### config.mk
export PLATFORM = sky130hd
export DESIGN_NAME = merge_sort_engine_unit
export DESIGN_NICKNAME = d
export VERILOG_FILES = /design/src/sv/msort_pkg.sv /design/src/sv/msort_ctrl.sv /design/src/sv/msort_dp.sv /design/src/sv/merge_sort_engine_unit.sv
export SDC_FILE = /design/constraint.sdc
export NUM_CORES = 2
export LEC_CHECK = 0
export BUFFER_PORTS_ARGS = -buffer_cell sky130_fd_sc_hd__clkbuf_2
export CAP_MARGIN = 20
export CORE_ASPECT_RATIO = 1.1
export CORE_MARGIN = 1.5
export CORE_UTILIZATION = 61
export CTS_CLUSTER_SIZE = 16
export DETAILED_ROUTE_END_ITERATION = 10
export PLACE_DENSITY_LB_ADDON = 0.2
export SLEW_MARGIN = 20
export SYNTH_ARGS = -nofsm -noshare
export SYNTH_HDL_FRONTEND = slang
export SYNTH_SLANG_ARGS = --single-unit
export TNS_END_PERCENT = 5
### constraint.sdc
create_clock -name clock -period 11.5 [get_ports clock]
set_input_delay 0.575 -clock clock [delete_from_list [all_inputs] [get_ports clock]]
set_output_delay 0.575 -clock clock [all_outputs]
set_load 0.01 [all_outputs]
### src/sv/msort_pkg.sv
// shared types for the merge sort engine
package msort_pkg;

   // one input transaction
   typedef struct packed {
      logic signed [31:0] value;
      logic               last;
   } req_type;

   // one result transaction
   typedef struct packed {
      logic signed [31:0] sorted_value;
      logic               final_res;
      logic               dropped;
   } rsp_type;

   // controller to datapath commands
   typedef struct packed {
      logic load;
      logic sort_init;
      logic merge_wr;
      logic out_wr;
   } ctrl_cmd_type;

   // datapath to controller status
   typedef struct packed {
      logic sort_needed;
      logic sort_done;
      logic out_done;
   } ctrl_sts_type;

endpackage

### src/sv/msort_ctrl.sv
// controller state machine for the merge sort engine
module msort_ctrl (
   input  logic                    clock,
   input  logic                    reset,
   input  logic                    start,
   input  logic                    last,
   output logic                    busy,
   output msort_pkg::ctrl_cmd_type cmd,
   input  msort_pkg::ctrl_sts_type sts
);

   localparam logic [2:0] ST_IDLE = 3'd0;
   localparam logic [2:0] ST_MRD  = 3'd1;
   localparam logic [2:0] ST_MWR  = 3'd2;
   localparam logic [2:0] ST_ORD  = 3'd3;
   localparam logic [2:0] ST_OWR  = 3'd4;

   logic [2:0] state_ff;
   logic [2:0] state_in;

   always_comb begin
      state_in = state_ff;
      cmd      = '0;
      unique case (state_ff)
         ST_IDLE: begin
            if (start) begin
               cmd.load = 1'b1;
               if (last) begin
                  if (sts.sort_needed) begin
                     cmd.sort_init = 1'b1;
                     state_in      = ST_MRD;
                  end else begin
                     state_in = ST_ORD;
                  end
               end
            end
         end
         ST_MRD: begin
            state_in = ST_MWR;
         end
         ST_MWR: begin
            cmd.merge_wr = 1'b1;
            state_in     = sts.sort_done ? ST_ORD : ST_MRD;
         end
         ST_ORD: begin
            state_in = ST_OWR;
         end
         ST_OWR: begin
            cmd.out_wr = 1'b1;
            state_in   = sts.out_done ? ST_IDLE : ST_ORD;
         end
         default: begin
            state_in = ST_IDLE;
         end
      endcase
   end

   assign busy = (state_ff != ST_IDLE);

   always_ff @(posedge clock) begin
      if (reset) begin
         state_ff <= ST_IDLE;
      end else begin
         state_ff <= state_in;
      end
   end

endmodule

### src/sv/msort_dp.sv
// datapath for the merge sort engine: two stores, merge pointers, comparator
module msort_dp #(
   parameter int MAX_ITEMS = 16
) (
   input  logic                    clock,
   input  logic                    reset,
   input  msort_pkg::req_type      req_data,
   input  msort_pkg::ctrl_cmd_type cmd,
   output msort_pkg::ctrl_sts_type sts,
   output logic                    rsp_strobe,
   output msort_pkg::rsp_type      rsp_data
);

   localparam int IW    = $clog2(MAX_ITEMS);
   localparam int CW    = $clog2(MAX_ITEMS + 1);
   localparam int PW    = CW + 1;
   localparam int DEPTH = 1 << IW;

   function automatic logic [PW-1:0] min_p(input logic [PW-1:0] x, input logic [PW-1:0] y);
      min_p = (x < y) ? x : y;
   endfunction

   logic [31:0]   mem0 [DEPTH];
   logic [31:0]   mem1 [DEPTH];
   logic [31:0]   m0a_ff, m0b_ff, m1a_ff, m1b_ff;

   logic [CW-1:0] count_ff, count_in;
   logic          overflow_ff, overflow_in;
   logic          src_ff, src_in;
   logic [PW-1:0] a_ff, a_in, b_ff, b_in, mid_ff, mid_in, hi_ff, hi_in;
   logic [PW-1:0] k_ff, k_in, w_ff, w_in;

   logic                rsp_strobe_ff;
   msort_pkg::rsp_type  rsp_data_ff, rsp_data_in;

   logic          room;
   logic [CW-1:0] n_next;
   logic [PW-1:0] n, a1, k1, w2, w4, seg_mid;
   logic [31:0]   ra, rb, merged;
   logic          a_ok, b_ok, take_a, pass_end;

   logic          wr_en0, wr_en1;
   logic [IW-1:0] wr_addr0, wr_addr1;
   logic [31:0]   wr_data0;

   always_comb begin
      room     = count_ff < CW'(MAX_ITEMS);
      n_next   = room ? count_ff + CW'(1) : count_ff;
      n        = {1'b0, count_ff};
      ra       = src_ff ? m1a_ff : m0a_ff;
      rb       = src_ff ? m1b_ff : m0b_ff;
      a_ok     = a_ff < mid_ff;
      b_ok     = b_ff < hi_ff;
      take_a   = a_ok && (!b_ok || ($signed(ra) < $signed(rb)));
      merged   = take_a ? ra : rb;
      a1       = a_ff + PW'(1);
      k1       = k_ff + PW'(1);
      w2       = {w_ff[PW-2:0], 1'b0};
      w4       = {w_ff[PW-3:0], 2'b00};
      seg_mid  = min_p(hi_ff + w_ff, n);
      pass_end = (k1 == n);

      sts.sort_needed = n_next > CW'(1);
      sts.sort_done   = pass_end && (w2 >= n);
      sts.out_done    = (a1 == n);
   end

   always_comb begin
      count_in    = count_ff;
      overflow_in = overflow_ff;
      src_in      = src_ff;
      a_in        = a_ff;
      b_in        = b_ff;
      mid_in      = mid_ff;
      hi_in       = hi_ff;
      k_in        = k_ff;
      w_in        = w_ff;
      if (cmd.load) begin
         if (room) begin
            count_in = count_ff + CW'(1);
         end else begin
            overflow_in = 1'b1;
         end
         a_in = '0;
         k_in = '0;
      end
      if (cmd.sort_init) begin
         w_in   = PW'(1);
         a_in   = '0;
         b_in   = PW'(1);
         mid_in = PW'(1);
         hi_in  = PW'(2);
         k_in   = '0;
      end
      if (cmd.merge_wr) begin
         k_in = k1;
         if (take_a) begin
            a_in = a1;
         end else begin
            b_in = b_ff + PW'(1);
         end
         if (pass_end) begin
            // pass complete: the destination store now holds the runs
            src_in = !src_ff;
            k_in   = '0;
            a_in   = '0;
            if (!sts.sort_done) begin
               w_in   = w2;
               mid_in = min_p(w2, n);
               b_in   = min_p(w2, n);
               hi_in  = min_p(w4, n);
            end
         end else if (k1 == hi_ff) begin
            // next pair of runs
            a_in   = hi_ff;
            mid_in = seg_mid;
            b_in   = seg_mid;
            hi_in  = min_p(hi_ff + w2, n);
         end
      end
      if (cmd.out_wr) begin
         a_in = a1;
         if (sts.out_done) begin
            count_in    = '0;
            overflow_in = 1'b0;
            src_in      = 1'b0;
         end
      end
   end

   always_comb begin
      rsp_data_in.sorted_value = $signed(ra);
      rsp_data_in.final_res    = sts.out_done;
      rsp_data_in.dropped      = overflow_ff;
      wr_en0   = (cmd.load && room) || (cmd.merge_wr && src_ff);
      wr_addr0 = cmd.load ? count_ff[IW-1:0] : k_ff[IW-1:0];
      wr_data0 = cmd.load ? req_data.value : merged;
      wr_en1   = cmd.merge_wr && !src_ff;
      wr_addr1 = k_ff[IW-1:0];
   end

   // store 0 takes the loaded run
   always_ff @(posedge clock) begin
      if (wr_en0) begin
         mem0[wr_addr0] <= wr_data0;
      end
      m0a_ff <= mem0[a_ff[IW-1:0]];
      m0b_ff <= mem0[b_ff[IW-1:0]];
   end

   always_ff @(posedge clock) begin
      if (wr_en1) begin
         mem1[wr_addr1] <= merged;
      end
      m1a_ff <= mem1[a_ff[IW-1:0]];
      m1b_ff <= mem1[b_ff[IW-1:0]];
   end

   always_ff @(posedge clock) begin
      if (reset) begin
         count_ff      <= '0;
         overflow_ff   <= 1'b0;
         src_ff        <= 1'b0;
         rsp_strobe_ff <= 1'b0;
      end else begin
         count_ff      <= count_in;
         overflow_ff   <= overflow_in;
         src_ff        <= src_in;
         rsp_strobe_ff <= cmd.out_wr;
      end
   end

   always_ff @(posedge clock) begin
      a_ff   <= a_in;
      b_ff   <= b_in;
      mid_ff <= mid_in;
      hi_ff  <= hi_in;
      k_ff   <= k_in;
      w_ff   <= w_in;
      if (cmd.out_wr) begin
         rsp_data_ff <= rsp_data_in;
      end
   end

   assign rsp_strobe = rsp_strobe_ff;
   assign rsp_data   = rsp_data_ff;

endmodule

### src/sv/merge_sort_engine_unit.sv
// top level of the merge sort engine
// usage:
// - a run of signed values comes in one transaction per cycle on req_data, taken
//   when start is high and busy is low; req_data.last marks the final value
// - up to MAX_ITEMS values are kept; later values of the run are dropped and every
//   result of that run then has dropped set
// - busy stays low while loading
// - on the last transaction busy rises and, if more than one value is kept, a bottom-up
//   merge sort runs between two stores, alternating direction each pass; each merged
//   element needs a registered store read, then a compare and write, and there are
//   ceil(log2 n) passes
// - results then leave in ascending order, each read from the store and then shown
//   on rsp_data with rsp_strobe high for one cycle; the last has final_res set
// - the receiver cannot stall; results must be taken when the strobe is high
// - reset clears the controller, the element count and the dropped flag; the
//   stores are not cleared since only entries of the current run are read
module merge_sort_engine_unit #(
   parameter int MAX_ITEMS = 16
) (
   input  logic               clock,
   input  logic               reset,
   input  logic               start,
   output logic               busy,
   input  msort_pkg::req_type req_data,
   output logic               rsp_strobe,
   output msort_pkg::rsp_type rsp_data
);

   // command and status between controller and datapath
   msort_pkg::ctrl_cmd_type cmd;
   msort_pkg::ctrl_sts_type sts;

   // sequencing of load, merge passes and output
   msort_ctrl u_ctrl (
      .clock (clock),
      .reset (reset),
      .start (start),
      .last  (req_data.last),
      .busy  (busy),
      .cmd   (cmd),
      .sts   (sts)
   );

   // stores, merge pointers and comparator
   msort_dp #(
      .MAX_ITEMS (MAX_ITEMS)
   ) u_dp (
      .clock      (clock),
      .reset      (reset),
      .req_data   (req_data),
      .cmd        (cmd),
      .sts        (sts),
      .rsp_strobe (rsp_strobe),
      .rsp_data   (rsp_data)
   );

endmodule
After elaboration in Yosys (flattened, before gate mapping). Memories as Yosys holds them, arrays and structs flattened. A register that Yosys moved wholly into a read port is not among the register bits. Cells that the tools add are included.

Memory bits (writable): 1024. Output and inout bits: 36. Word-level logic and storage cells: 122. Input bits: 36. Register bits after elaboration: 81. Memories kept: 2.

Memories: u_dp.mem0 (words 16, width 32, read ports 2, clocked after memory_dff 2, wr ports 1, RTL line msort_dp.sv:23) `logic [31:0] mem0 [DEPTH];`; u_dp.mem1 (words 16, width 32, read ports 2, clocked after memory_dff 2, wr ports 1, RTL line msort_dp.sv:24) `logic [31:0] mem1 [DEPTH];`.

Equality and inequality tests: 9. Mux-type cells: 68. Reductions and logical operators: 13. Add/sub/neg operators: 6. $lt $le $gt $ge: 10.

Operators by type and width (number): 2-to-1 mux 6 bit (35); 2-to-1 mux 32 bit (4); less-than comparator 32 bit (1); less-than comparator 6 x 5 -> 1 bit (4); 2-to-1 mux 5 bit (4); adder 6 x 1 -> 6 bit (second input constant) (3); 2-to-1 mux 1 bit (16); case mux 3 bit (5 select lines) (1); adder 6 bit (2); equality test 6 x 5 -> 1 bit (2); less-than comparator 6 bit (2); 2-to-1 mux 2 bit (5); equality test 3 x 2 -> 1 bit (second input constant) (2); equality test 6 bit (1); greater-or-equal comparator 6 x 5 -> 1 bit (1); 2-to-1 mux 3 bit (2); nonzero test 3 bit (2); adder 5 x 1 -> 5 bit (second input constant) (1); greater-than comparator 5 x 1 -> 1 bit (second input constant) (1); logical AND 1 bit (5); less-than comparator 5 bit (second input constant) (1); 2-to-1 mux 4 bit (1); inequality test 2 bit (second input constant) (2); equality test 3 x 1 -> 1 bit (second input constant) (1); 5 further kinds (7).

Longest topological paths before layout.
Depth after elaboration: 14. Depth in mapped cells: 15. Gate-level depth less buffers: 13.

Modules after synthesis. A second synthesis with hierarchy kept.

Cells, all modules: 3295. Area total of the unflattened synthesis: 56335.3 um2.

Modules (own cells, without submodules): msort_dp (area each 56131.3 um2, cells each 3273, sequential area each 35283.8 um2, times used 1); msort_ctrl (area each 203.9 um2, cells each 22, sequential area each 60.1 um2, times used 1).

Worst setup path before layout. Ideal clock, no wire load.

Path kind: register to register. From: register u_dp.src_ff. To: memory u_dp.mem0[0][19] (data pin). Stages on the path, launching flop included: 16. Buffers on the path: 5. Period minus slack after synthesis: 4208 ps. Library setup time: 341 ps. Slack: 7292 ps. Arrival: 3867 ps. Data required time: 11159 ps. Cell sequence: dfxtp_1 buf_2 buf_1 mux2_2 ha_1 buf_4 nand4_2 nor4_4 nand2_1 o311ai_4 a22oi_4 nand2_4 buf_6 buf_4 nor2_1 o31ai_1.

Longest elaborated chain between the ends: 6. Elaborated cells on any way between the ends: 7. Those cells by class: order compare (1); mux (4); reduce/logical (2).

Ends and longest elaborated chain: start, declared (RTL line msort_dp.sv:29) `logic src_ff, src_in;`; start signal, assigned (RTL line msort_dp.sv:168) `src_ff <= src_in;`; 2-to-1 mux 32 bit (RTL line msort_dp.sv:50) `ra = src_ff ? m1a_ff : m0a_ff;`; net u_dp.ra[31] (RTL line msort_dp.sv:39) `logic [31:0] ra, rb, merged;`; less-than comparator 32 bit (RTL line msort_dp.sv:54) `take_a = a_ok && (!b_ok || ($signed(ra) < $signed(rb)));`; logical OR 1 bit (RTL line msort_dp.sv:54); logical AND 1 bit (RTL line msort_dp.sv:54); 2-to-1 mux 32 bit (RTL line msort_dp.sv:55) `merged = take_a ? ra : rb;`; 2-to-1 mux 32 bit (RTL line msort_dp.sv:137) `wr_data0 = cmd.load ? req_data.value : merged;`; net u_dp.wr_data0[19] (RTL line msort_dp.sv:44) `logic [31:0] wr_data0;`; end, declared (RTL line msort_dp.sv:23).

The timed path passes the listed nets, and every way through them passes these cells.

Worst setup path in the final report.
From: register u_dp.src_ff. To: memory u_dp.mem0[5][21] (data pin).

The elaborated chain is that of the path after synthesis.

==> reports/results.tsv <==
metric	value	unit
muxShareOfSynthArea	27.2	%
power_density	286	nW/um2
worstMarginPinSlew	1.17	ns
syn_area	55800	um2
clock_path_buffers	3	
final_nets	3014	
post_cts_buffers	0	
synth_compound_area_share	2.41	%
period_needed	6.09	ns
yosysTopAreaCell	edfxtp_1	
start_util	61.4	%
timing.rr.start	u_dp.src_ff	
yosysMostFrequentCell	edfxtp_1	
synthFlopType	edfxtp_1	
die_w	291	um
timing.rr.end	u_dp.mem0[5][21]	
cts_tree	built	
critical_path_class	reg -> reg	
antenna_found_initial	2	
synth_fa_ha_area_share	1.71	%
r2r_cells	11	
synth_cell_types	83	
min_period_over_period	52.9	%
hp-class	in -> reg	
h-tree-depth	3	
io_pins	72	
cap_violations	0	
rsz0062_at_grt	no	
rrSetupSlack	5.41	ns
routed_wl	153	mm
avgSynthCellArea	19.8	um2
via_per_inst	7.41	
dr.pass1.iters	6	
synth_edf_count	1065	
final-hold-violation-count	0	
insertion_delay	0.73	ns
maxSlewViolCount	0	
netlist_instances	2818	
synth_top_area_share	57.3	%
fillers	5527	
fin_skew	0.0510	ns
synth_xor_area_share	0.699	%
netlist_top_cells_area	edfxtp_1, mux4_2, dfxtp_1, ha_1, nor2_1	
cp.arrival	6.45	ns
drive_above_1_share	36.7	%
die_h	320	um
die-area	93300	um2
worstSetupStartpointType	flop	
synth_top_family_by_area	multiplexers	
synth_top_cells_by_count	edfxtp_1, mux4_2, dfxtp_1, nor2_1, clkbuf_1	
cp_data_required_time	11.86	ns
cts.repair.resized	0	
setup_slack	5.41	ns
outcome	finished clean	
fmax	0.164	GHz
core_area	90900	um2
async_flop_share	0	%
clk_pin_slew_worst_paths	0.06	ns
postRouteAntennaNets	0	
grt_usage	33.6	%
ir_drop	0.253	mV
io_buffers	71	
vias	31100	
area_growth	11.6	%
gp_congestion	0.864	
fp-row-count	116	
seq_area	35400	um2
clockRootBuffer	clkbuf_16	
finalSetupTns	0	ns
drt_iter0_drc	4633	
grt_start_max_net_pins	138	
whs_endpoint	u_dp.rsp_strobe	
wire_per_inst	36.6	um
postCtsHoldBufs	0	
hold_depth	2	
cts_buffers	119	
setup_viol	0	
dp_hpwl	87.8	mm
critPathMaxFanout	69	
ys_seq_area_share	63.3	%
worstHoldStart	reset	
multiInputGateArea	19900	um2
pre_cts_ws	5.36	ns
synth_simple_gate_area_share	3.13	%
overflow	0	
ys_seq_elements	1233	
startpoint	u_dp.src_ff	
end_kind	flop	
cts_sinks	1233	
drc	0	
grt_pass1_vias	31800	
yosysWarnings	0	
grt_pass1_wl	222	mm
p_leak	19.7	nW
synth_fp_nets	2929	
max_slew_margin	22.2	%
==> critical path, cell delays in order, from the launching register on <==
cell      delay, ns
dfxtp_4        0.88
buf_4          0.64
mux2_2         0.45
ha_1           0.34
nand4_1        0.30
nor4_4         0.45
nand2_1        0.18
o311ai_4       0.36
a22oi_4        0.17
nand2_4        0.76
nor2_1         0.16
o31ai_2        0.98
==> power breakdown <==
| part | internal (W) | switching [W] | leakage, nW | total (W) |
|---|---|---|---|---|
| clock network | 0.00259 | 0.00172 | 2.13 | 0.00432 |
| logic | 0.00239 | 0.00371 | 6.59 | 0.00609 |
| registers | 0.00700 | 0.000430 | 11.0 | 0.00743 |
| total | 0.0120 | 0.00586 | 19.7 | 0.0178 |
==> cells by family after synthesis <==
| kind of cell | count (synthesis) |
|---|---|
| buf+inv | 213 |
| compound gates | 186 |
| simple gates | 362 |
| mux | 711 |
| flops | 1233 |
| xor+xnor | 38 |
| fa+ha+maj | 75 |
==> metal layers <==
layer  vias to the layer above  share of wire [%]  track usage [%]
met3                       434                 11             5.90
met4                         2                4.8             15.2
met1                     16300                 34             44.5
li1                      12100                  -                -
met5                         -             0.0072                0
met2                      2186                 50             55.2
==> registers in the layout (all words and copies together) (netlist names), 6 cells and up <==
signal and cells:
u_dp.mem0 512, u_dp.mem1 512, u_dp.rsp_data 34, u_dp.m0a_ff 32, u_dp.m0b_ff 32, u_dp.m1a_ff 32
u_dp.m1b_ff 32, u_dp.a_ff 6, u_dp.b_ff 6, u_dp.hi_ff 6, u_dp.k_ff 6, u_dp.mid_ff 6
u_dp.w_ff 6
==> through the flow <==
step | instance area, um2 | hold WS (ns) | util [%] | total power (W) | cells
2_1_floorplan | 55800 | 0.409 | - | 0.0115 | 2818
3_3_place_gp | 57800 | 0.418 | 63.6 | 0.0132 | 3961
3_5_place_dp | 57800 | 0.440 | 63.7 | 0.0135 | 3961
4_1_cts | 62200 | 0.0873 | 68.5 | 0.0178 | 4189
5_1_grt | 62300 | 0.119 | 68.5 | 0.0185 | 4190
6_report | 62300 | 0.109 | 68.5 | 0.0178 | 4192
==> how the worst max path moves through the flow <==
stage / depth (start not counted) / to / slack, ns
after detailed placement: 11 / u_dp.mem0[11][23] / 5.36
final: 11 / u_dp.mem0[5][21] / 5.41
after global routing: 11 / u_dp.mem0[3][21] / 5.18
after CTS: 11 / u_dp.mem0[7][23] / 5.38
after global placement: 11 / u_dp.mem0[12][23] / 5.59
after floorplan: 15 / u_dp.mem0[0][19] / 7.29
==> cell usage in the layout (no fill, tap or decap), types with 6 or more instances in the layout <==
cell	instances
nor3_2	6
o211ai_1	7
mux4_2	640
o31ai_2	13
o21a_1	7
a21o_1	12
mux2i_1	39
o21ai_0	23
dfxtp_1	159
and3_1	12
nand2_1	90
a221o_1	6
edfxtp_1	1065
clkbuf_16	124
and2_1	36
a31oi_1	8
nand2b_1	8
mux2_2	32
inv_1	24
a21oi_1	42
clkinv_1	15
buf_4	76
nor2_4	26
nor2b_1	8
nand4_1	10
xor2_1	11
clkbuf_8	17
nor2_1	113
bufinv_16	23
ha_1	73
xnor2_1	22
nor3_1	6
clkbuf_1	13
o31ai_1	19
clkinvlp_4	11
dfxtp_4	9
nand3_1	17
clkinv_2	20
clkbuf_2	71
==> final cells by class <==
class | instances | share of cell area [%]
Antenna cell | 2 | 0.00804
Clock buffer | 154 | 5.44
Clock inverter | 74 | 1.63
Inverter | 26 | 0.157
Multi-Input combinational cell | 1372 | 32.0
Sequential cell | 1233 | 56.8
Tap cell | 1180 | 2.37
Timing Repair Buffer | 151 | 1.61
No activity file was read; power rests on OpenSTA's default activity.
